## src/design/adf_pkg.sv

```systemverilog
package adf_pkg;

    // Fraction digits kept; further digits are dropped.
    localparam int MAX_FRAC = 9;

    localparam logic [31:0] INT_LIMIT = 32'h7FFF_FFFF;

    localparam logic [7:0] CH_ZERO  = 8'h30;
    localparam logic [7:0] CH_NINE  = 8'h39;
    localparam logic [7:0] CH_POINT = 8'h2E;
    localparam logic [7:0] CH_COMMA = 8'h2C;
    localparam logic [7:0] CH_MINUS = 8'h2D;
    localparam logic [7:0] CH_PLUS  = 8'h2B;
    localparam logic [7:0] CH_SPACE = 8'h20;
    localparam logic [7:0] CH_TAB   = 8'h09;
    localparam logic [7:0] CH_CR    = 8'h0D;

    // Quotient bits resolved per divider cycle, and cycles per division.
    localparam int DIV_STEP  = 4;
    localparam int DIV_ITERS = 32 / DIV_STEP;
    localparam int DIV_CNT_W = $clog2(DIV_ITERS);

    typedef struct packed {
        logic [7:0] char_code;
        logic       last_char;
    } t_in;

    typedef struct packed {
        logic signed [63:0] value_q31_32;
        logic               overflow;
    } t_out;

    // One finished parse, handed from the parser to the divider.
    typedef struct packed {
        logic        negative;
        logic        saturated;
        logic [31:0] int_part;
        logic [29:0] frac_part;
        logic [3:0]  frac_digits;
    } t_job;

    function automatic logic [29:0] pow10(input logic [3:0] n);
        logic [29:0] p;
        case (n)
            4'd0:    p = 30'd1;
            4'd1:    p = 30'd10;
            4'd2:    p = 30'd100;
            4'd3:    p = 30'd1000;
            4'd4:    p = 30'd10000;
            4'd5:    p = 30'd100000;
            4'd6:    p = 30'd1000000;
            4'd7:    p = 30'd10000000;
            4'd8:    p = 30'd100000000;
            default: p = 30'd1000000000;
        endcase
        return p;
    endfunction

endpackage

```

## src/design/adf_front.sv

```systemverilog
module adf_front
    import adf_pkg::*;
(
    input  logic i_clk,
    input  logic i_rst_n,
    input  logic i_accept,
    input  t_in  i_item,
    output logic o_job_push,
    output t_job o_job
);

    localparam logic [1:0] PH_BLANK = 2'd0;
    localparam logic [1:0] PH_INT   = 2'd1;
    localparam logic [1:0] PH_FRAC  = 2'd2;
    localparam logic [1:0] PH_DONE  = 2'd3;

    logic [1:0]  r_phase, n_phase;
    logic        r_neg, n_neg;
    logic        r_sat, n_sat;
    logic [31:0] r_int, n_int;
    logic [29:0] r_frac, n_frac;
    logic [3:0]  r_dig, n_dig;

    logic [7:0]  ch;
    logic [7:0]  ch_off;
    logic [3:0]  digit;
    logic        is_digit, is_blank, is_point;
    logic [34:0] int_cand;

    assign ch       = i_item.char_code;
    assign ch_off   = ch - CH_ZERO;
    assign digit    = ch_off[3:0];
    assign is_digit = (ch >= CH_ZERO) && (ch <= CH_NINE);
    assign is_blank = (ch == CH_SPACE) || ((ch >= CH_TAB) && (ch <= CH_CR));
    assign is_point = (ch == CH_POINT) || (ch == CH_COMMA);

    // acc * 10 + digit, wide enough to see the overflow
    assign int_cand = {r_int, 3'b000} + {2'b00, r_int, 1'b0} + {31'd0, digit};

    always_comb begin
        n_phase = r_phase;
        n_neg   = r_neg;
        n_sat   = r_sat;
        n_int   = r_int;
        n_frac  = r_frac;
        n_dig   = r_dig;
        unique case (r_phase)
            PH_BLANK: begin
                if (is_blank) begin
                    n_phase = PH_BLANK;
                end else if (ch == CH_MINUS) begin
                    n_neg   = 1'b1;
                    n_phase = PH_INT;
                end else if (ch == CH_PLUS) begin
                    n_phase = PH_INT;
                end else if (is_digit) begin
                    n_int   = int_cand[31:0];
                    n_phase = PH_INT;
                end else if (is_point) begin
                    n_phase = PH_FRAC;
                end else begin
                    n_phase = PH_DONE;
                end
            end
            PH_INT: begin
                if (is_digit) begin
                    if (int_cand > {3'b000, INT_LIMIT}) begin
                        n_int = INT_LIMIT;
                        n_sat = 1'b1;
                    end else begin
                        n_int = int_cand[31:0];
                    end
                end else if (is_point) begin
                    n_phase = PH_FRAC;
                end else begin
                    n_phase = PH_DONE;
                end
            end
            PH_FRAC: begin
                if (is_digit) begin
                    if (r_dig < 4'(MAX_FRAC)) begin
                        n_frac = 30'({r_frac, 3'b000} + {r_frac, 1'b0} + {26'd0, digit});
                        n_dig  = r_dig + 4'd1;
                    end
                end else begin
                    n_phase = PH_DONE;
                end
            end
            default: begin
                n_phase = PH_DONE;
            end
        endcase
    end

    // The first digit from blank phase cannot overflow, so no check is needed there.
    assign o_job_push        = i_accept && i_item.last_char;
    assign o_job.negative    = n_neg;
    assign o_job.saturated   = n_sat;
    assign o_job.int_part    = n_int;
    assign o_job.frac_part   = n_frac;
    assign o_job.frac_digits = n_dig;

    always_ff @(posedge i_clk) begin
        if (!i_rst_n || o_job_push) begin
            r_phase <= PH_BLANK;
            r_neg   <= 1'b0;
            r_sat   <= 1'b0;
            r_int   <= '0;
            r_frac  <= '0;
            r_dig   <= '0;
        end else if (i_accept) begin
            r_phase <= n_phase;
            r_neg   <= n_neg;
            r_sat   <= n_sat;
            r_int   <= n_int;
            r_frac  <= n_frac;
            r_dig   <= n_dig;
        end
    end

    a_sat_holds_limit: assert property (@(posedge i_clk) disable iff (!i_rst_n)
        r_sat |-> (r_int == INT_LIMIT))
        else $error("saturated flag set without integer held at limit");

endmodule

```

## src/design/adf_jobq.sv

```systemverilog
module adf_jobq
    import adf_pkg::*;
(
    input  logic i_clk,
    input  logic i_rst_n,
    input  logic i_push,
    input  t_job i_job,
    output logic o_full,
    input  logic i_pop,
    output logic o_empty,
    output t_job o_job
);

    t_job       r_mem [2];
    logic       r_wp;
    logic       r_rp;
    logic [1:0] r_cnt;

    assign o_full  = (r_cnt == 2'd2);
    assign o_empty = (r_cnt == 2'd0);
    assign o_job   = r_mem[r_rp];

    always_ff @(posedge i_clk) begin
        if (i_push) begin
            r_mem[r_wp] <= i_job;
        end
    end

    always_ff @(posedge i_clk) begin
        if (!i_rst_n) begin
            r_wp  <= 1'b0;
            r_rp  <= 1'b0;
            r_cnt <= 2'd0;
        end else begin
            if (i_push) begin
                r_wp <= ~r_wp;
            end
            if (i_pop) begin
                r_rp <= ~r_rp;
            end
            r_cnt <= r_cnt + {1'b0, i_push} - {1'b0, i_pop};
        end
    end

    a_no_overrun: assert property (@(posedge i_clk) disable iff (!i_rst_n)
        (o_full |-> !i_push) and (o_empty |-> !i_pop))
        else $error("job queue pushed while full or popped while empty");

endmodule

```

## src/design/adf_back.sv

```systemverilog
module adf_back
    import adf_pkg::*;
(
    input  logic i_clk,
    input  logic i_rst_n,
    input  logic i_job_empty,
    input  t_job i_job,
    output logic o_job_pop,
    output logic o_empty,
    input  logic i_pop,
    output t_out o_result
);

    localparam logic [1:0] ST_IDLE = 2'd0;
    localparam logic [1:0] ST_DIV  = 2'd1;
    localparam logic [1:0] ST_FIN  = 2'd2;

    logic [1:0]           r_state;
    logic [DIV_CNT_W-1:0] r_cnt;
    logic [29:0]          r_rem, n_rem;
    logic [31:0]          r_low, n_low;
    logic [29:0]          r_den;
    logic [31:0]          r_int;
    logic                 r_neg;
    logic                 r_sat;
    t_out                 r_out;
    logic                 r_out_vld;

    logic [29:0] den_load;
    logic [30:0] trial;
    logic [63:0] mag;
    logic        out_free;

    assign den_load  = pow10(i_job.frac_digits);
    assign o_job_pop = (r_state == ST_IDLE) && !i_job_empty;
    assign out_free  = !r_out_vld || i_pop;
    assign mag       = {r_int, r_low};
    assign o_empty   = !r_out_vld;
    assign o_result  = r_out;

    // Restoring division, DIV_STEP quotient bits per cycle. Quotient bits
    // shift into r_low as the numerator's low bits shift out.
    always_comb begin
        n_rem = r_rem;
        n_low = r_low;
        trial = '0;
        for (int k = 0; k < DIV_STEP; k++) begin
            trial = {n_rem, n_low[31]};
            n_low = {n_low[30:0], 1'b0};
            if (trial >= {1'b0, r_den}) begin
                n_rem    = 30'(trial - {1'b0, r_den});
                n_low[0] = 1'b1;
            end else begin
                n_rem = trial[29:0];
            end
        end
    end

    always_ff @(posedge i_clk) begin
        if (!i_rst_n) begin
            r_state   <= ST_IDLE;
            r_cnt     <= '0;
            r_out_vld <= 1'b0;
        end else begin
            // Load a finished result, else drop the one just popped.
            if ((r_state == ST_FIN) && out_free) begin
                r_out_vld <= 1'b1;
            end else if (i_pop) begin
                r_out_vld <= 1'b0;
            end
            unique case (r_state)
                ST_IDLE: begin
                    if (o_job_pop) begin
                        r_state <= ST_DIV;
                        r_cnt   <= '0;
                    end
                end
                ST_DIV: begin
                    r_cnt <= r_cnt + 1'b1;
                    if (r_cnt == DIV_CNT_W'(DIV_ITERS - 1)) begin
                        r_state <= ST_FIN;
                    end
                end
                ST_FIN: begin
                    if (out_free) begin
                        r_state <= ST_IDLE;
                    end
                end
                default: begin
                    r_state <= ST_IDLE;
                end
            endcase
        end
    end

    // Datapath: numerator is frac * 2^32 + den / 2; its top part is the
    // fraction itself, already below the divisor.
    always_ff @(posedge i_clk) begin
        if (o_job_pop) begin
            r_rem <= i_job.frac_part;
            r_low <= {3'b000, den_load[29:1]};
            r_den <= den_load;
            r_int <= i_job.int_part;
            r_neg <= i_job.negative;
            r_sat <= i_job.saturated;
        end else if (r_state == ST_DIV) begin
            r_rem <= n_rem;
            r_low <= n_low;
        end
        if ((r_state == ST_FIN) && out_free) begin
            r_out.value_q31_32 <= r_neg ? $signed(64'd0 - mag) : $signed(mag);
            r_out.overflow     <= r_sat;
        end
    end

    a_rem_below_den: assert property (@(posedge i_clk) disable iff (!i_rst_n)
        (r_state == ST_DIV) |-> (r_rem < r_den))
        else $error("division remainder not below divisor");

    a_result_held: assert property (@(posedge i_clk) disable iff (!i_rst_n)
        (r_out_vld && !i_pop) |=> (r_out_vld && $stable(r_out)))
        else $error("waiting result lost or overwritten");

endmodule

```

## src/design/ascii_decimal_to_fixed.sv

```systemverilog
// Decimal text to Q31.32: one character per cycle, full stalls only while the job queue is full.
// Result path: job queue, then divider states ST_DIV and ST_FIN, then the result register.
// The parser takes new strings while the radix-16 divider works one job, until the queue is full.
// Reset: synchronous, active low; clears parser state, job queue and the result register.
module ascii_decimal_to_fixed
    import adf_pkg::*;
(
    input  logic i_clk,
    input  logic i_rst_n,
    input  logic push,
    output logic full,
    input  t_in  i_item,
    output logic empty,
    input  logic pop,
    output t_out o_result
);

    logic in_xfer;
    logic job_push;
    t_job job_in;
    logic jobq_full;
    logic jobq_empty;
    logic job_pop;
    t_job job_out;

    // Hold input while the queue cannot take a finished parse.
    assign full    = jobq_full;
    assign in_xfer = push && !jobq_full;

    // Front end: classify each character and accumulate integer and fraction digits.
    adf_front u_front (
        .i_clk      (i_clk),
        .i_rst_n    (i_rst_n),
        .i_accept   (in_xfer),
        .i_item     (i_item),
        .o_job_push (job_push),
        .o_job      (job_in)
    );

    // Two-entry queue decouples the parser from the divider.
    adf_jobq u_jobq (
        .i_clk   (i_clk),
        .i_rst_n (i_rst_n),
        .i_push  (job_push),
        .i_job   (job_in),
        .o_full  (jobq_full),
        .i_pop   (job_pop),
        .o_empty (jobq_empty),
        .o_job   (job_out)
    );

    // Back end: scale the fraction by 2^32 / 10^digits, apply sign, register result.
    adf_back u_back (
        .i_clk       (i_clk),
        .i_rst_n     (i_rst_n),
        .i_job_empty (jobq_empty),
        .i_job       (job_out),
        .o_job_pop   (job_pop),
        .o_empty     (empty),
        .i_pop       (pop),
        .o_result    (o_result)
    );

endmodule
```

## config.mk

```make
export PLATFORM = sky130hd
export DESIGN_NAME = ascii_decimal_to_fixed
export DESIGN_NICKNAME = d
export VERILOG_FILES = /design/src/design/adf_pkg.sv /design/src/design/adf_front.sv /design/src/design/adf_jobq.sv /design/src/design/adf_back.sv /design/src/design/ascii_decimal_to_fixed.sv
export SDC_FILE = /design/constraint.sdc
export NUM_CORES = 1
export LEC_CHECK = 0
export BUFFER_PORTS_ARGS = -buffer_cell sky130_fd_sc_hd__buf_2
export CORE_ASPECT_RATIO = 0.75
export CORE_MARGIN = 2
export CORE_UTILIZATION = 40
export CTS_BUF_LIST = sky130_fd_sc_hd__clkbuf_4 sky130_fd_sc_hd__clkbuf_8 sky130_fd_sc_hd__clkbuf_16
export DETAILED_ROUTE_END_ITERATION = 16
export HOLD_SLACK_MARGIN = 0.15
export PLACE_DENSITY = 0.52
export SLEW_MARGIN = 10
export SYNTH_ARGS = -nofsm -noshare
export SYNTH_HDL_FRONTEND = slang
export SYNTH_SLANG_ARGS = --single-unit
```

## constraint.sdc

```tcl
create_clock -name i_clk -period 35.8 [get_ports i_clk]
set_input_delay 5.37 -clock i_clk [delete_from_list [all_inputs] [get_ports i_clk]]
set_output_delay 5.37 -clock i_clk [all_outputs]
set_load 0.01 [all_outputs]
```

==> flow_summary.html, run 1 <==
<table>
<tr><th>Metric</th><th>Value</th></tr>
<tr><th colspan="2">Status</th></tr>
<tr><td>Run status</td><td>finished clean</td></tr>
<tr><th colspan="2">Global routing</th></tr>
<tr><td>First-pass GRT wire length</td><td>116000 µm</td></tr>
<tr><td>Overall overflow remaining after global route</td><td>0</td></tr>
<tr><td>Antenna violations before repair</td><td>2</td></tr>
<tr><td>Largest net degree at the start of global routing</td><td>69</td></tr>
<tr><td>Vias in the first global route</td><td>19800</td></tr>
<tr><td>Global-route usage over all layers</td><td>0.210</td></tr>
<tr><th colspan="2">Die</th></tr>
<tr><td>DIE HEIGHT</td><td>230 µm</td></tr>
<tr><td>Initial core utilization</td><td>0.406</td></tr>
<tr><td>I/O pin total</td><td>80</td></tr>
<tr><td>Total number of placement rows</td><td>82</td></tr>
<tr><td>Horiz. Die Dim</td><td>306 µm</td></tr>
<tr><td>Total Die Area</td><td>70300 µm²</td></tr>
<tr><td>Area of the placeable core</td><td>67100 µm²</td></tr>
<tr><th colspan="2">Synthesis</th></tr>
<tr><td>Average instance area after synthesis</td><td>9.85 µm²</td></tr>
<tr><td>Count leader, synth</td><td>sky130_fd_sc_hd__edfxtp_1</td></tr>
<tr><td>Top-area cell type share of the netlist area</td><td>0.349</td></tr>
<tr><td>Share of flip-flops with an asynchronous set or reset</td><td>0</td></tr>
<tr><td>Leading cell types by total area after synthesis</td><td>sky130_fd_sc_hd__edfxtp_1 (35%), sky130_fd_sc_hd__ha_1 (11%), sky130_fd_sc_hd__dfxtp_1 (6.2%)</td></tr>
<tr><td>Net count after synthesis</td><td>3040</td></tr>
<tr><td>Number of different library cells in the post-synthesis netlist</td><td>81</td></tr>
<tr><td>Portion of the post-synthesis area used by sequential elements</td><td>0.411</td></tr>
<tr><td>Number of standard cells after synthesis</td><td>2769</td></tr>
<tr><td>Most numerous cell types in the synthesized netlist</td><td>sky130_fd_sc_hd__edfxtp_1 (317), sky130_fd_sc_hd__ha_1 (250), sky130_fd_sc_hd__nand2_1 (249)</td></tr>
<tr><td>Count of flip-flops with a built-in enable after synthesis</td><td>317</td></tr>
<tr><td>Yosys reg bits</td><td>401</td></tr>
<tr><td>Area leader, netlist</td><td>sky130_fd_sc_hd__edfxtp_1</td></tr>
<tr><td>Primary FF master, synth</td><td>sky130_fd_sc_hd__edfxtp_1</td></tr>
<tr><td>Post-synthesis cell area</td><td>27300 µm²</td></tr>
<tr><td>Synth Warn #</td><td>0</td></tr>
<tr><th colspan="2">CTS</th></tr>
<tr><td>CTS hold repair buffers</td><td>0</td></tr>
<tr><td>Buffers inserted during post-CTS setup optimization</td><td>0</td></tr>
<tr><td>H-tree levels</td><td>2</td></tr>
<tr><td>Number of buffers added by the clock tree synthesis step</td><td>44</td></tr>
<tr><td>Number of clock sinks seen by CTS</td><td>401</td></tr>
<tr><td>Clock latency at the later pin of the worst-skew pair</td><td>600 ps</td></tr>
<tr><td>Post-CTS Resized</td><td>0</td></tr>
<tr><td>CTS Root Buffer Type</td><td>sky130_fd_sc_hd__clkbuf_16</td></tr>
<tr><td>Bufs on Longest Clock Path</td><td>3</td></tr>
<tr><td>CTS tree</td><td>yes</td></tr>
<tr><td>Post-CTS clock slew at the launch and capture registers of the worst setup and hold paths</td><td>60 ps</td></tr>
<tr><th colspan="2">STA</th></tr>
<tr><td>Min Tclk post-route</td><td>14730 ps</td></tr>
<tr><td>Setup TNS</td><td>0 ps</td></tr>
<tr><td>Final number of hold-violating endpoints</td><td>0</td></tr>
<tr><td>Maximum clock rate</td><td>67.9 MHz</td></tr>
<tr><td>Remaining max-slew budget at the tightest pin</td><td>0.247</td></tr>
<tr><td>Worst slack on hold paths</td><td>453 ps</td></tr>
<tr><td>Clock tree skew after final layout</td><td>41.1 ps</td></tr>
<tr><td>Worst slew pin tran</td><td>1130 ps</td></tr>
<tr><td>Setup repair after global routing missed its margin</td><td>no</td></tr>
<tr><td>Number of failing setup endpoints in the final timing report</td><td>0</td></tr>
<tr><td>Slew Viols, Final</td><td>0</td></tr>
<tr><td>Final period util</td><td>0.412</td></tr>
<tr><th colspan="2">Placement</th></tr>
<tr><td>Final GP Congestion</td><td>0.945</td></tr>
<tr><td>Half-perimeter wire length of the detailed placement result</td><td>57100 µm</td></tr>
<tr><td>Number of input and output port buffers inserted</td><td>79</td></tr>
<tr><th colspan="2">Cells and area</th></tr>
<tr><td>Layout Nets</td><td>3094</td></tr>
<tr><td>Area taken by flip-flops and latches</td><td>11200 µm²</td></tr>
<tr><td>Total area of multi-input combinational cells</td><td>15300 µm²</td></tr>
<tr><td>Area growth from synthesis to layout</td><td>10.6%</td></tr>
<tr><td>Fraction of final layout cells with drive strength greater than 1</td><td>0.114</td></tr>
<tr><td>Count of fill cells added during filler insertion</td><td>6335</td></tr>
<tr><th colspan="2">Run</th></tr>
<tr><td>Max-cap violations</td><td>0</td></tr>
<tr><th colspan="2">Critical path</th></tr>
<tr><td>Nature of the critical path startpoint</td><td>register</td></tr>
<tr><td>CP Capture Type</td><td>register</td></tr>
<tr><td>CP most frequent cell</td><td>sky130_fd_sc_hd__ha_1</td></tr>
<tr><td>Critical Path AT</td><td>15160 ps</td></tr>
<tr><td>Peak per-stage delay on the critical path</td><td>890 ps</td></tr>
<tr><td>Worst Path Max Fanout</td><td>43</td></tr>
<tr><td>Slowest stage cell on the critical path</td><td>sky130_fd_sc_hd__and2_1</td></tr>
<tr><td>Required time of the worst setup path</td><td>36230 ps</td></tr>
<tr><td>Kind of critical path</td><td>register to register</td></tr>
<tr><th colspan="2">Detailed routing</th></tr>
<tr><td>Aggregate routed wire length</td><td>75200 µm</td></tr>
<tr><td>Count of vias placed by the detailed router</td><td>21100</td></tr>
<tr><td>Remaining routing DRC violations</td><td>0</td></tr>
<tr><td>Length of the first detailed-routing pass in iterations</td><td>6</td></tr>
<tr><td>Starting DRT DRC Count</td><td>1532</td></tr>
<tr><td>DRT antenna net count</td><td>0</td></tr>
<tr><td>Number of vias per cell</td><td>5.65</td></tr>
<tr><td>Per-cell routed wire length</td><td>20.1 µm</td></tr>
<tr><th colspan="2">Worst hold path</th></tr>
<tr><td>Path category of the worst min-delay check</td><td>register to register</td></tr>
</table>
## sequential cells by signal, indices dropped and copies added, names as in the netlist, named ones only
register,flops
u_back.o_result,65
u_front.r_frac,30
u_back.r_state,2
u_back.r_rem,30
u_front.r_phase,2
u_back.r_sat,1
u_front.r_int,32
u_front.r_sat,1
u_back.r_cnt,3
u_back.r_neg,1
u_back.r_den,23
u_jobq.r_cnt,2
u_back.r_low,32
u_front.r_dig,4
u_back.r_out_vld,1
u_jobq.r_wp,1
u_jobq.r_rp,1
u_jobq.r_mem,136
u_back.r_int,32
u_front.r_neg,1
## worst max-delay path: cells and delay by family (launching register included)
family	cells	cell delay (ps)
fa+ha+maj	4	1520
simple gates	9	2700
mux	3	1120
flops	1	370
compound gates	23	6520
buf+inv	5	2260
## per-stage QoR
stage	worst slack [ps]	area (µm²)	instances	util
floorplan	24280	27300	2769	-
global placement	21750	28600	3659	0.427
detailed placement	21330	28600	3659	0.427
CTS	21280	30200	3741	0.449
global route	19980	30200	3741	0.449
finish	21070	30200	3742	0.450
## final timing paths
path | depth (start not counted) | endpoint | startpoint | slack [ps]
worst max-delay path | 44 | u_back.r_rem[18]$_DFFE_PP_ | u_back.r_den[28]$_DFFE_PP_ | 21070
worst min register to register | 0 | u_back.o_result[0]$_DFFE_PP_ | u_back.r_sat$_DFFE_PP_ | 450
worst max register to register | 44 | u_back.r_rem[18]$_DFFE_PP_ | u_back.r_den[28]$_DFFE_PP_ | 21070
worst min-delay path | 0 | u_back.o_result[0]$_DFFE_PP_ | u_back.r_sat$_DFFE_PP_ | 450
## per-layer routing
layer  vias to the layer above  track usage  part of all wire
met2                       527        0.280              0.38
met3                        75       0.0321             0.063
met4                         0       0.0434             0.018
met5                         -            0                 0
met1                     10100        0.348              0.54
li1                      10400            -                 -
## cells by family (layout without fill, tap and decap cells)
kind of cell,Yosys count,in the layout,synth area share
mux,144,144,0.0578
buf+inv,201,291,0.0284
compound gates,776,776,0.181
fa+ha+maj,258,258,0.121
simple gates,770,770,0.131
flops,401,401,0.411
other cells,0,1,0
xor+xnor,219,219,0.0703
## layout make-up
| type | count | area share |
|---|---|---|
| Clock buffer | 53 | 0.0390 |
| Multi-Input combinational cell | 2167 | 0.509 |
| Sequential cell | 401 | 0.371 |
| Tap cell | 882 | 0.0366 |
| Clock inverter | 29 | 0.0118 |
| Inverter | 107 | 0.0134 |
| Timing Repair Buffer | 102 | 0.0188 |
| Antenna cell | 1 | 0.0000830 |
## layout by cell type (no fill, tap or decap), drive strengths merged, types with 7 or more instances in the layout
cell      n
a21boi   13
and3     22
inv     111
dfxtp    84
xor2     59
nand4    21
buf     102
o41ai    14
or4       9
nor2    242
o21ai   193
clkbuf   53
or2      12
nor4     14
mux2    105
nor3     46
xnor2   160
nand2b   34
clkinv   14
o21bai   21
nand3    32
nor2b    28
a21o     90
o211ai   12
a21oi   231
or3      32
a221o    34
o21a     26
and2     19
nand2   249
edfxtp  317
a211oi   18
o31a      7
ha      250
fa        8
mux2i    39
a31oi    26
o31ai    26
Power of run 1 is left out: the tool's default activity adds up to more than one toggle a clock period on the data nets, which glitch-free logic cannot reach.
==> run 2: changes to the inputs <==
- PLACE_DENSITY: 0.52 -> 0.54
- clock period: 35.8 -> 12 ns (I/O delays scaled with it)
==> flow_summary.html, run 2 (synthesis gave the netlist of run 1 again) <==
<table>
<tr><th>Metric</th><th>Value</th></tr>
<tr><th colspan="2">Die</th></tr>
<tr><td>Total number of placement rows</td><td>82 (unchanged)</td></tr>
<tr><td>Initial core utilization</td><td>0.406 (unchanged)</td></tr>
<tr><td>I/O pin total</td><td>80 (unchanged)</td></tr>
<tr><td>Horiz. Die Dim</td><td>306 µm (unchanged)</td></tr>
<tr><td>DIE HEIGHT</td><td>230 µm (unchanged)</td></tr>
<tr><td>Total Die Area</td><td>70300 µm² (unchanged)</td></tr>
<tr><td>Area of the placeable core</td><td>67100 µm² (unchanged)</td></tr>
<tr><th colspan="2">STA</th></tr>
<tr><td>Worst slew pin tran</td><td>1050 ps (-78.5 ps)</td></tr>
<tr><td>Min setup slack post-route</td><td>563 ps (-20500 ps)</td></tr>
<tr><td>Maximum clock rate</td><td>87.4 MHz (+29%)</td></tr>
<tr><td>Final number of hold-violating endpoints</td><td>0 (unchanged)</td></tr>
<tr><td>Worst slack on hold paths</td><td>456 ps (+2.61 ps)</td></tr>
<tr><td>Slew Viols, Final</td><td>0 (unchanged)</td></tr>
<tr><td>Final period util</td><td>0.953 (+0.542)</td></tr>
<tr><td>Setup TNS</td><td>0 ps (unchanged)</td></tr>
<tr><td>Number of failing setup endpoints in the final timing report</td><td>0 (unchanged)</td></tr>
<tr><td>Clock tree skew after final layout</td><td>36.2 ps (-4.97 ps)</td></tr>
<tr><td>Remaining max-slew budget at the tightest pin</td><td>0.301 (+0.0541)</td></tr>
<tr><td>Min Tclk post-route</td><td>11440 ps (-3300 ps)</td></tr>
<tr><th colspan="2">Global routing</th></tr>
<tr><td>Vias in the first global route</td><td>20100 (+1.4%)</td></tr>
<tr><td>Largest net degree at the start of global routing</td><td>65 (-5.8%)</td></tr>
<tr><td>Overall overflow remaining after global route</td><td>0 (unchanged)</td></tr>
<tr><td>Global-route usage over all layers</td><td>0.220 (+0.00931)</td></tr>
<tr><td>First-pass GRT wire length</td><td>120000 µm (+3.8%)</td></tr>
<tr><td>Antenna violations before repair</td><td>3 (+1)</td></tr>
<tr><th colspan="2">Detailed routing</th></tr>
<tr><td>Count of vias placed by the detailed router</td><td>21400 (+1.4%)</td></tr>
<tr><td>Number of vias per cell</td><td>5.64 (-0.13%)</td></tr>
<tr><td>DRT antenna net count</td><td>0 (unchanged)</td></tr>
<tr><td>Starting DRT DRC Count</td><td>1600 (+4.4%)</td></tr>
<tr><td>Remaining routing DRC violations</td><td>0 (unchanged)</td></tr>
<tr><td>Length of the first detailed-routing pass in iterations</td><td>5 (-1)</td></tr>
<tr><td>Aggregate routed wire length</td><td>78500 µm (+4.3%)</td></tr>
<tr><td>Per-cell routed wire length</td><td>20.7 µm (+2.8%)</td></tr>
<tr><th colspan="2">Critical path</th></tr>
<tr><td>Peak per-stage delay on the critical path</td><td>680 ps (-210 ps)</td></tr>
<tr><td>Flop2flop setup slack</td><td>560 ps (-20500 ps)</td></tr>
<tr><td>Capture instance of the worst register-to-register path</td><td>u_back.r_rem[2]$_DFFE_PP_</td></tr>
<tr><td>CP Capture Type</td><td>register</td></tr>
<tr><td>Critical Path AT</td><td>11880 ps (-3280 ps)</td></tr>
<tr><td>Worst Path Max Fanout</td><td>27 (-37%)</td></tr>
<tr><td>Kind of critical path</td><td>register to register</td></tr>
<tr><td>Nature of the critical path startpoint</td><td>register</td></tr>
<tr><td>CP most frequent cell</td><td>sky130_fd_sc_hd__a21oi_2</td></tr>
<tr><td>Required time of the worst setup path</td><td>12450 ps (-23780 ps)</td></tr>
<tr><td>Reg2reg path depth</td><td>43 (-2.3%)</td></tr>
<tr><td>Origin of the critical flop-to-flop path</td><td>u_back.r_rem[22]$_DFFE_PP_</td></tr>
<tr><td>Slowest stage cell on the critical path</td><td>sky130_fd_sc_hd__or4b_2</td></tr>
<tr><th colspan="2">Placement</th></tr>
<tr><td>Half-perimeter wire length of the detailed placement result</td><td>60600 µm (+6.0%)</td></tr>
<tr><td>Area of placed instances</td><td>29100 µm² (+1.5%)</td></tr>
<tr><td>Number of input and output port buffers inserted</td><td>79 (unchanged)</td></tr>
<tr><td>Pre-CTS worst setup slack</td><td>87.7 ps (-21240 ps)</td></tr>
<tr><td>Final GP Congestion</td><td>0.957 (+1.3%)</td></tr>
<tr><th colspan="2">Worst hold path</th></tr>
<tr><td>WHS Endpoint</td><td>u_front.r_frac[29]$_SDFFE_PP0P_</td></tr>
<tr><td>Path category of the worst min-delay check</td><td>register to register</td></tr>
<tr><td>Min-delay src</td><td>u_front.r_frac[29]$_SDFFE_PP0P_</td></tr>
<tr><td>Hold Path Stages</td><td>2 (+2)</td></tr>
<tr><th colspan="2">Cells and area</th></tr>
<tr><td>Area taken by flip-flops and latches</td><td>11200 µm² (unchanged)</td></tr>
<tr><td>Fraction of final layout cells with drive strength greater than 1</td><td>0.139 (+0.0249)</td></tr>
<tr><td>Area growth from synthesis to layout</td><td>12.8%</td></tr>
<tr><td>Layout Nets</td><td>3152 (+1.9%)</td></tr>
<tr><td>Total area of multi-input combinational cells</td><td>15500 µm² (+0.95%)</td></tr>
<tr><td>Max FFs per register</td><td>136 (unchanged)</td></tr>
<tr><td>Most frequent cells in the layout</td><td>sky130_fd_sc_hd__edfxtp_1 (317), sky130_fd_sc_hd__nand2_1 (248), sky130_fd_sc_hd__ha_1 (243)</td></tr>
<tr><td>Count of fill cells added during filler insertion</td><td>6323 (-0.19%)</td></tr>
<tr><td>Most common cell after layout, fill and taps aside</td><td>sky130_fd_sc_hd__edfxtp_1</td></tr>
<tr><td>Final standard cell area without fillers</td><td>30800 µm² (+2.0%)</td></tr>
<tr><td>Register containing the most flip-flops in the final layout</td><td>u_jobq.r_mem</td></tr>
<tr><th colspan="2">CTS</th></tr>
<tr><td>Number of clock sinks seen by CTS</td><td>401 (unchanged)</td></tr>
<tr><td>Number of buffers added by the clock tree synthesis step</td><td>44 (unchanged)</td></tr>
<tr><td>H-tree levels</td><td>2 (unchanged)</td></tr>
<tr><td>Clock latency at the later pin of the worst-skew pair</td><td>600 ps (about the same)</td></tr>
<tr><td>Post-CTS clock slew at the launch and capture registers of the worst setup and hold paths</td><td>60 ps (about the same)</td></tr>
<tr><td>CTS tree</td><td>yes</td></tr>
<tr><td>CTS hold repair buffers</td><td>0 (unchanged)</td></tr>
<tr><td>CTS Root Buffer Type</td><td>sky130_fd_sc_hd__clkbuf_16</td></tr>
<tr><td>Bufs on Longest Clock Path</td><td>3 (unchanged)</td></tr>
<tr><th colspan="2">Run</th></tr>
<tr><td>Max-cap violations</td><td>0 (unchanged)</td></tr>
<tr><th colspan="2">Status</th></tr>
<tr><td>Run status</td><td>finished clean</td></tr>
</table>
[run 2: cell types whose count changed in the layout (fill, tap and decap cells not counted), sizes merged]
| cell | delta |
|---|---|
| buf | +58 |
| clkinv | +9 |
| clkbuf | -5 |
| clkinvlp | -3 |
| bufinv | -2 |
| inv | -1 |
[run 2: through the flow]
stage,std cells,utilization
2_1_floorplan,2769,-
3_3_place_gp,3712,0.433
3_5_place_dp,3712,0.433
4_1_cts,3792,0.455
5_1_grt,3797,0.458
6_report,3798,0.458
[run 2: area by class of cell]
type | instances | share of cell area
Tap cell | 882 | 0.0359
Multi-Input combinational cell | 2167 | 0.504
Inverter | 107 | 0.0135
Sequential cell | 401 | 0.364
Clock inverter | 32 | 0.0103
Timing Repair Buffer | 160 | 0.0348
Antenna cell | 1 | 0.0000814
Clock buffer | 48 | 0.0373
[run 2: worst max-delay path by stage]
stage,startpoint,endpoint,slack [ps],depth (start not counted)
floorplan,u_back.r_den[28]$_DFFE_PP_,u_back.r_rem[11]$_DFFE_PP_,480,49
global placement,u_back.r_rem[27]$_DFFE_PP_,u_back.r_rem[16]$_DFFE_PP_,290,46
detailed placement,u_back.r_den[28]$_DFFE_PP_,u_back.r_rem[20]$_DFFE_PP_,90,43
CTS,u_back.r_den[28]$_DFFE_PP_,u_back.r_rem[2]$_DFFE_PP_,70,43
global route,u_back.r_den[16]$_DFFE_PP_,u_back.r_rem[28]$_DFFE_PP_,-2,44
finish,u_back.r_rem[22]$_DFFE_PP_,u_back.r_rem[2]$_DFFE_PP_,560,43
[run 2: layer usage]
metal / wire length, µm / GRT usage / share of wire
met4: 992 / 0.0354 / 0.013
met1: 42500 / 0.364 / 0.54
met3: 4820 / 0.0325 / 0.061
met5: 0 / 0 / 0
met2: 30100 / 0.297 / 0.38
[run 2: what timing repair did]
action	CTS	global route
setup buffers	0	4
resized for setup	0	36
endpoints found under the setup margin	0	31
[run 2: worst max-delay path: cells and delay by family, from the launching register on]
family                     cells  cell delay (ps)
AOI/OAI and AO/OA             24             5230
buffers and inverters          2              400
muxes                          3             1060
adders and majority gates      4             1480
DFF                            1              540
and+or+nand+nor               10             2540
Power of run 2 is left out for the same reason.
==> run 3: changes to the inputs <==
- ABC_AREA: default -> 1
- CORE_MARGIN: 2 -> 4
==> flow_summary.html, run 3 <==
<table>
<tr><th>Metric</th><th>Value</th></tr>
<tr><th colspan="2">Status</th></tr>
<tr><td>Run status</td><td>finished clean</td></tr>
<tr><th colspan="2">Critical path</th></tr>
<tr><td>CP most frequent cell</td><td>sky130_fd_sc_hd__nand2_1</td></tr>
<tr><td>Nature of the critical path startpoint</td><td>register</td></tr>
<tr><td>Required time of the worst setup path</td><td>12320 ps (-130 ps)</td></tr>
<tr><td>Reg2reg path depth</td><td>55 (+28%)</td></tr>
<tr><td>CP endpoint</td><td>u_back.r_rem[18]$_DFFE_PP_</td></tr>
<tr><td>Peak per-stage delay on the critical path</td><td>550 ps (-130 ps)</td></tr>
<tr><td>Origin of the critical flop-to-flop path</td><td>u_back.r_den[26]$_DFFE_PP_</td></tr>
<tr><td>First element of the critical path</td><td>u_back.r_den[26]$_DFFE_PP_</td></tr>
<tr><td>Flop2flop setup slack</td><td>1480 ps (+910 ps)</td></tr>
<tr><td>Capture instance of the worst register-to-register path</td><td>u_back.r_rem[18]$_DFFE_PP_</td></tr>
<tr><td>Critical Path AT</td><td>10850 ps (-1030 ps)</td></tr>
<tr><td>Kind of critical path</td><td>register to register</td></tr>
<tr><td>Slowest stage cell on the critical path</td><td>sky130_fd_sc_hd__inv_2</td></tr>
<tr><td>Worst Path Max Fanout</td><td>39 (+44%)</td></tr>
<tr><td>CP Capture Type</td><td>register</td></tr>
<tr><th colspan="2">STA</th></tr>
<tr><td>Remaining max-slew budget at the tightest pin</td><td>0.260 (-0.0409)</td></tr>
<tr><td>Slew Viols, Final</td><td>0 (unchanged)</td></tr>
<tr><td>Setup repair after global routing missed its margin</td><td>no</td></tr>
<tr><td>Worst slack on hold paths</td><td>457 ps (+1.38 ps)</td></tr>
<tr><td>Clock tree skew after final layout</td><td>35.0 ps (-1.15 ps)</td></tr>
<tr><td>Maximum clock rate</td><td>95.0 MHz (+8.7%)</td></tr>
<tr><td>Worst slew pin tran</td><td>1110 ps (+60.1 ps)</td></tr>
<tr><td>Min Tclk post-route</td><td>10520 ps (-913 ps)</td></tr>
<tr><td>Setup TNS</td><td>0 ps (unchanged)</td></tr>
<tr><td>Number of failing setup endpoints in the final timing report</td><td>0 (unchanged)</td></tr>
<tr><td>Final period util</td><td>0.877 (-0.0761)</td></tr>
<tr><td>Min setup slack post-route</td><td>1480 ps (+913 ps)</td></tr>
<tr><td>Final number of hold-violating endpoints</td><td>0 (unchanged)</td></tr>
<tr><th colspan="2">Detailed routing</th></tr>
<tr><td>Count of vias placed by the detailed router</td><td>26800 (+25%)</td></tr>
<tr><td>Number of vias per cell</td><td>5.31 (-5.8%)</td></tr>
<tr><td>Starting DRT DRC Count</td><td>2572 (+61%)</td></tr>
<tr><td>DRT antenna net count</td><td>0 (unchanged)</td></tr>
<tr><td>Remaining routing DRC violations</td><td>0 (unchanged)</td></tr>
<tr><td>Aggregate routed wire length</td><td>93700 µm (+19%)</td></tr>
<tr><td>Per-cell routed wire length</td><td>18.6 µm (-10%)</td></tr>
<tr><td>Length of the first detailed-routing pass in iterations</td><td>6 (+1)</td></tr>
<tr><th colspan="2">Synthesis</th></tr>
<tr><td>Leading cell types by total area after synthesis</td><td>sky130_fd_sc_hd__edfxtp_1 (32%), sky130_fd_sc_hd__nand2_1 (13%), sky130_fd_sc_hd__ha_1 (10%)</td></tr>
<tr><td>Most numerous cell types in the synthesized netlist</td><td>sky130_fd_sc_hd__nand2_1 (1057), sky130_fd_sc_hd__inv_1 (454), sky130_fd_sc_hd__nor2_1 (381)</td></tr>
<tr><td>Count of flip-flops with a built-in enable after synthesis</td><td>317 (unchanged)</td></tr>
<tr><td>Net count after synthesis</td><td>4261 (+40%)</td></tr>
<tr><td>Average instance area after synthesis</td><td>7.55 µm² (-23%)</td></tr>
<tr><td>Number of different library cells in the post-synthesis netlist</td><td>60 (-26%)</td></tr>
<tr><td>Top-area cell type share of the netlist area</td><td>0.316 (-0.0331)</td></tr>
<tr><td>Share of flip-flops with an asynchronous set or reset</td><td>0 (unchanged)</td></tr>
<tr><td>Post-synthesis cell area</td><td>30100 µm² (+10%)</td></tr>
<tr><td>Primary FF master, synth</td><td>sky130_fd_sc_hd__edfxtp_1</td></tr>
<tr><td>Synth Warn #</td><td>0 (unchanged)</td></tr>
<tr><td>Area leader, netlist</td><td>sky130_fd_sc_hd__edfxtp_1</td></tr>
<tr><td>Portion of the post-synthesis area used by sequential elements</td><td>0.372 (-0.0390)</td></tr>
<tr><td>Count leader, synth</td><td>sky130_fd_sc_hd__nand2_1</td></tr>
<tr><td>Number of standard cells after synthesis</td><td>3990 (+44%)</td></tr>
<tr><td>Yosys reg bits</td><td>401 (unchanged)</td></tr>
<tr><th colspan="2">Global routing</th></tr>
<tr><td>Vias in the first global route</td><td>24300 (+21%)</td></tr>
<tr><td>Largest net degree at the start of global routing</td><td>97 (+49%)</td></tr>
<tr><td>First-pass GRT wire length</td><td>144000 µm (+19%)</td></tr>
<tr><td>Overall overflow remaining after global route</td><td>0 (unchanged)</td></tr>
<tr><td>Global-route usage over all layers</td><td>0.228 (+0.00867)</td></tr>
<tr><td>Antenna violations before repair</td><td>0 (-3)</td></tr>
<tr><th colspan="2">Placement</th></tr>
<tr><td>Placed instance count</td><td>4966 (+34%)</td></tr>
<tr><td>Pre-CTS worst setup slack</td><td>1680 ps (+1590 ps)</td></tr>
<tr><td>Final GP Congestion</td><td>0.958 (about the same)</td></tr>
<tr><td>Half-perimeter wire length of the detailed placement result</td><td>72900 µm (+20%)</td></tr>
<tr><td>Number of input and output port buffers inserted</td><td>79 (unchanged)</td></tr>
<tr><th colspan="2">Worst hold path</th></tr>
<tr><td>Path category of the worst min-delay check</td><td>register to register</td></tr>
<tr><th colspan="2">Die</th></tr>
<tr><td>Total Die Area</td><td>79800 µm² (+14%)</td></tr>
<tr><td>Total number of placement rows</td><td>86 (+4.9%)</td></tr>
<tr><td>Horiz. Die Dim</td><td>325 µm (+6.4%)</td></tr>
<tr><td>Initial core utilization</td><td>0.407 (+0.000579)</td></tr>
<tr><td>Area of the placeable core</td><td>74000 µm² (+10%)</td></tr>
<tr><td>I/O pin total</td><td>80 (unchanged)</td></tr>
<tr><td>DIE HEIGHT</td><td>246 µm (+6.8%)</td></tr>
<tr><th colspan="2">Cells and area</th></tr>
<tr><td>Ant. Diodes</td><td>0 (-1)</td></tr>
<tr><td>Number of standard cells in the layout, taps in and fillers out</td><td>5046 (+33%)</td></tr>
<tr><td>Fraction of final layout cells with drive strength greater than 1</td><td>0.0655 (-0.0738)</td></tr>
<tr><td>Most common cell after layout, fill and taps aside</td><td>sky130_fd_sc_hd__nand2_1</td></tr>
<tr><td>Layout Nets</td><td>4314 (+37%)</td></tr>
<tr><td>Area growth from synthesis to layout</td><td>9.67%</td></tr>
<tr><td>Most frequent cells in the layout</td><td>sky130_fd_sc_hd__nand2_1 (1056), sky130_fd_sc_hd__inv_1 (453), sky130_fd_sc_hd__nor2_1 (377)</td></tr>
<tr><td>Max FFs per register</td><td>136 (unchanged)</td></tr>
<tr><td>Register containing the most flip-flops in the final layout</td><td>u_jobq.r_mem</td></tr>
<tr><th colspan="2">CTS</th></tr>
<tr><td>Number of buffers added by the clock tree synthesis step</td><td>43 (-2.3%)</td></tr>
<tr><td>Clock latency at the later pin of the worst-skew pair</td><td>610 ps (about the same)</td></tr>
<tr><td>CTS Root Buffer Type</td><td>sky130_fd_sc_hd__clkbuf_16</td></tr>
<tr><td>Post-CTS Resized</td><td>0 (unchanged)</td></tr>
<tr><td>Buffers inserted during post-CTS setup optimization</td><td>0 (unchanged)</td></tr>
<tr><td>CTS tree</td><td>yes</td></tr>
<tr><td>Bufs on Longest Clock Path</td><td>3 (unchanged)</td></tr>
<tr><td>Post-CTS clock slew at the launch and capture registers of the worst setup and hold paths</td><td>60 ps (about the same)</td></tr>
<tr><td>CTS hold repair buffers</td><td>0 (unchanged)</td></tr>
<tr><td>Number of clock sinks seen by CTS</td><td>401 (unchanged)</td></tr>
<tr><td>H-tree levels</td><td>2 (unchanged)</td></tr>
<tr><th colspan="2">Run</th></tr>
<tr><td>Max-cap violations</td><td>0 (unchanged)</td></tr>
</table>
[run 3: cell type report]
| type | count | area, µm² |
|---|---|---|
| clock buffers | 60 | 1220 |
| repair buffers | 112 | 668 |
| well taps | 968 | 1210 |
| clock inverters | 20 | 249 |
| flip-flops and latches | 401 | 11200 |
| fillers | 7588 | 41000 |
| multi-input cells | 3025 | 16800 |
| inverters | 460 | 1730 |
[run 3: logic make-up (layout without fill, tap and decap cells)]
logic type,after synthesis,in the layout,synth area share
xor gates and xnor gates,192,192,0.0558
AOI/OAI and AO/OA,713,713,0.132
adders and majority gates,258,258,0.109
buffers and inverters,564,652,0.0732
DFF,401,401,0.372
and+or+nand+nor,1862,1862,0.258
[run 3: how the worst min path moves through the flow]
stage / from / end / cells past startpoint
6_report: u_jobq.r_rp$_SDFFE_PN0P_ / register / 1
5_1_grt: u_back.r_sat$_DFFE_PP_ / u_back.o_result[0]$_DFFE_PP_ / 0
4_1_cts: u_jobq.r_rp$_SDFFE_PN0P_ / register / 1
3_5_place_dp: u_jobq.r_rp$_SDFFE_PN0P_ / register / 1
3_3_place_gp: u_back.r_sat$_DFFE_PP_ / u_back.o_result[0]$_DFFE_PP_ / 0
2_1_floorplan: u_back.r_sat$_DFFE_PP_ / u_back.o_result[0]$_DFFE_PP_ / 0
[run 3: per-layer routing]
| layer | vias to the layer above | track usage | share of wire |
|---|---|---|---|
| met5 | - | 0 | 0 |
| li1 | 13500 | - | - |
| met1 | 12300 | 0.378 | 0.53 |
| met2 | 880 | 0.305 | 0.38 |
| met3 | 72 | 0.0416 | 0.084 |
| met4 | 0 | 0.0362 | 0.013 |
[run 3: metrics by stage]
stage | utilization | cell area, µm²
after global placement | 0.427 | 31600
after CTS | 0.446 | 33000
after floorplan | - | 30100
after detailed placement | 0.427 | 31600
after global routing | 0.446 | 33000
final | 0.446 | 33000
[run 3: worst max-delay path: cells and delay by family (launching register included)]
kind            cells  cell delay (ps)
compound gates     17             3250
fa+ha+maj           4             1430
buf+inv             8             2630
flops               1              430
simple gates       26             2450
Power of run 3 is left out for the same reason.
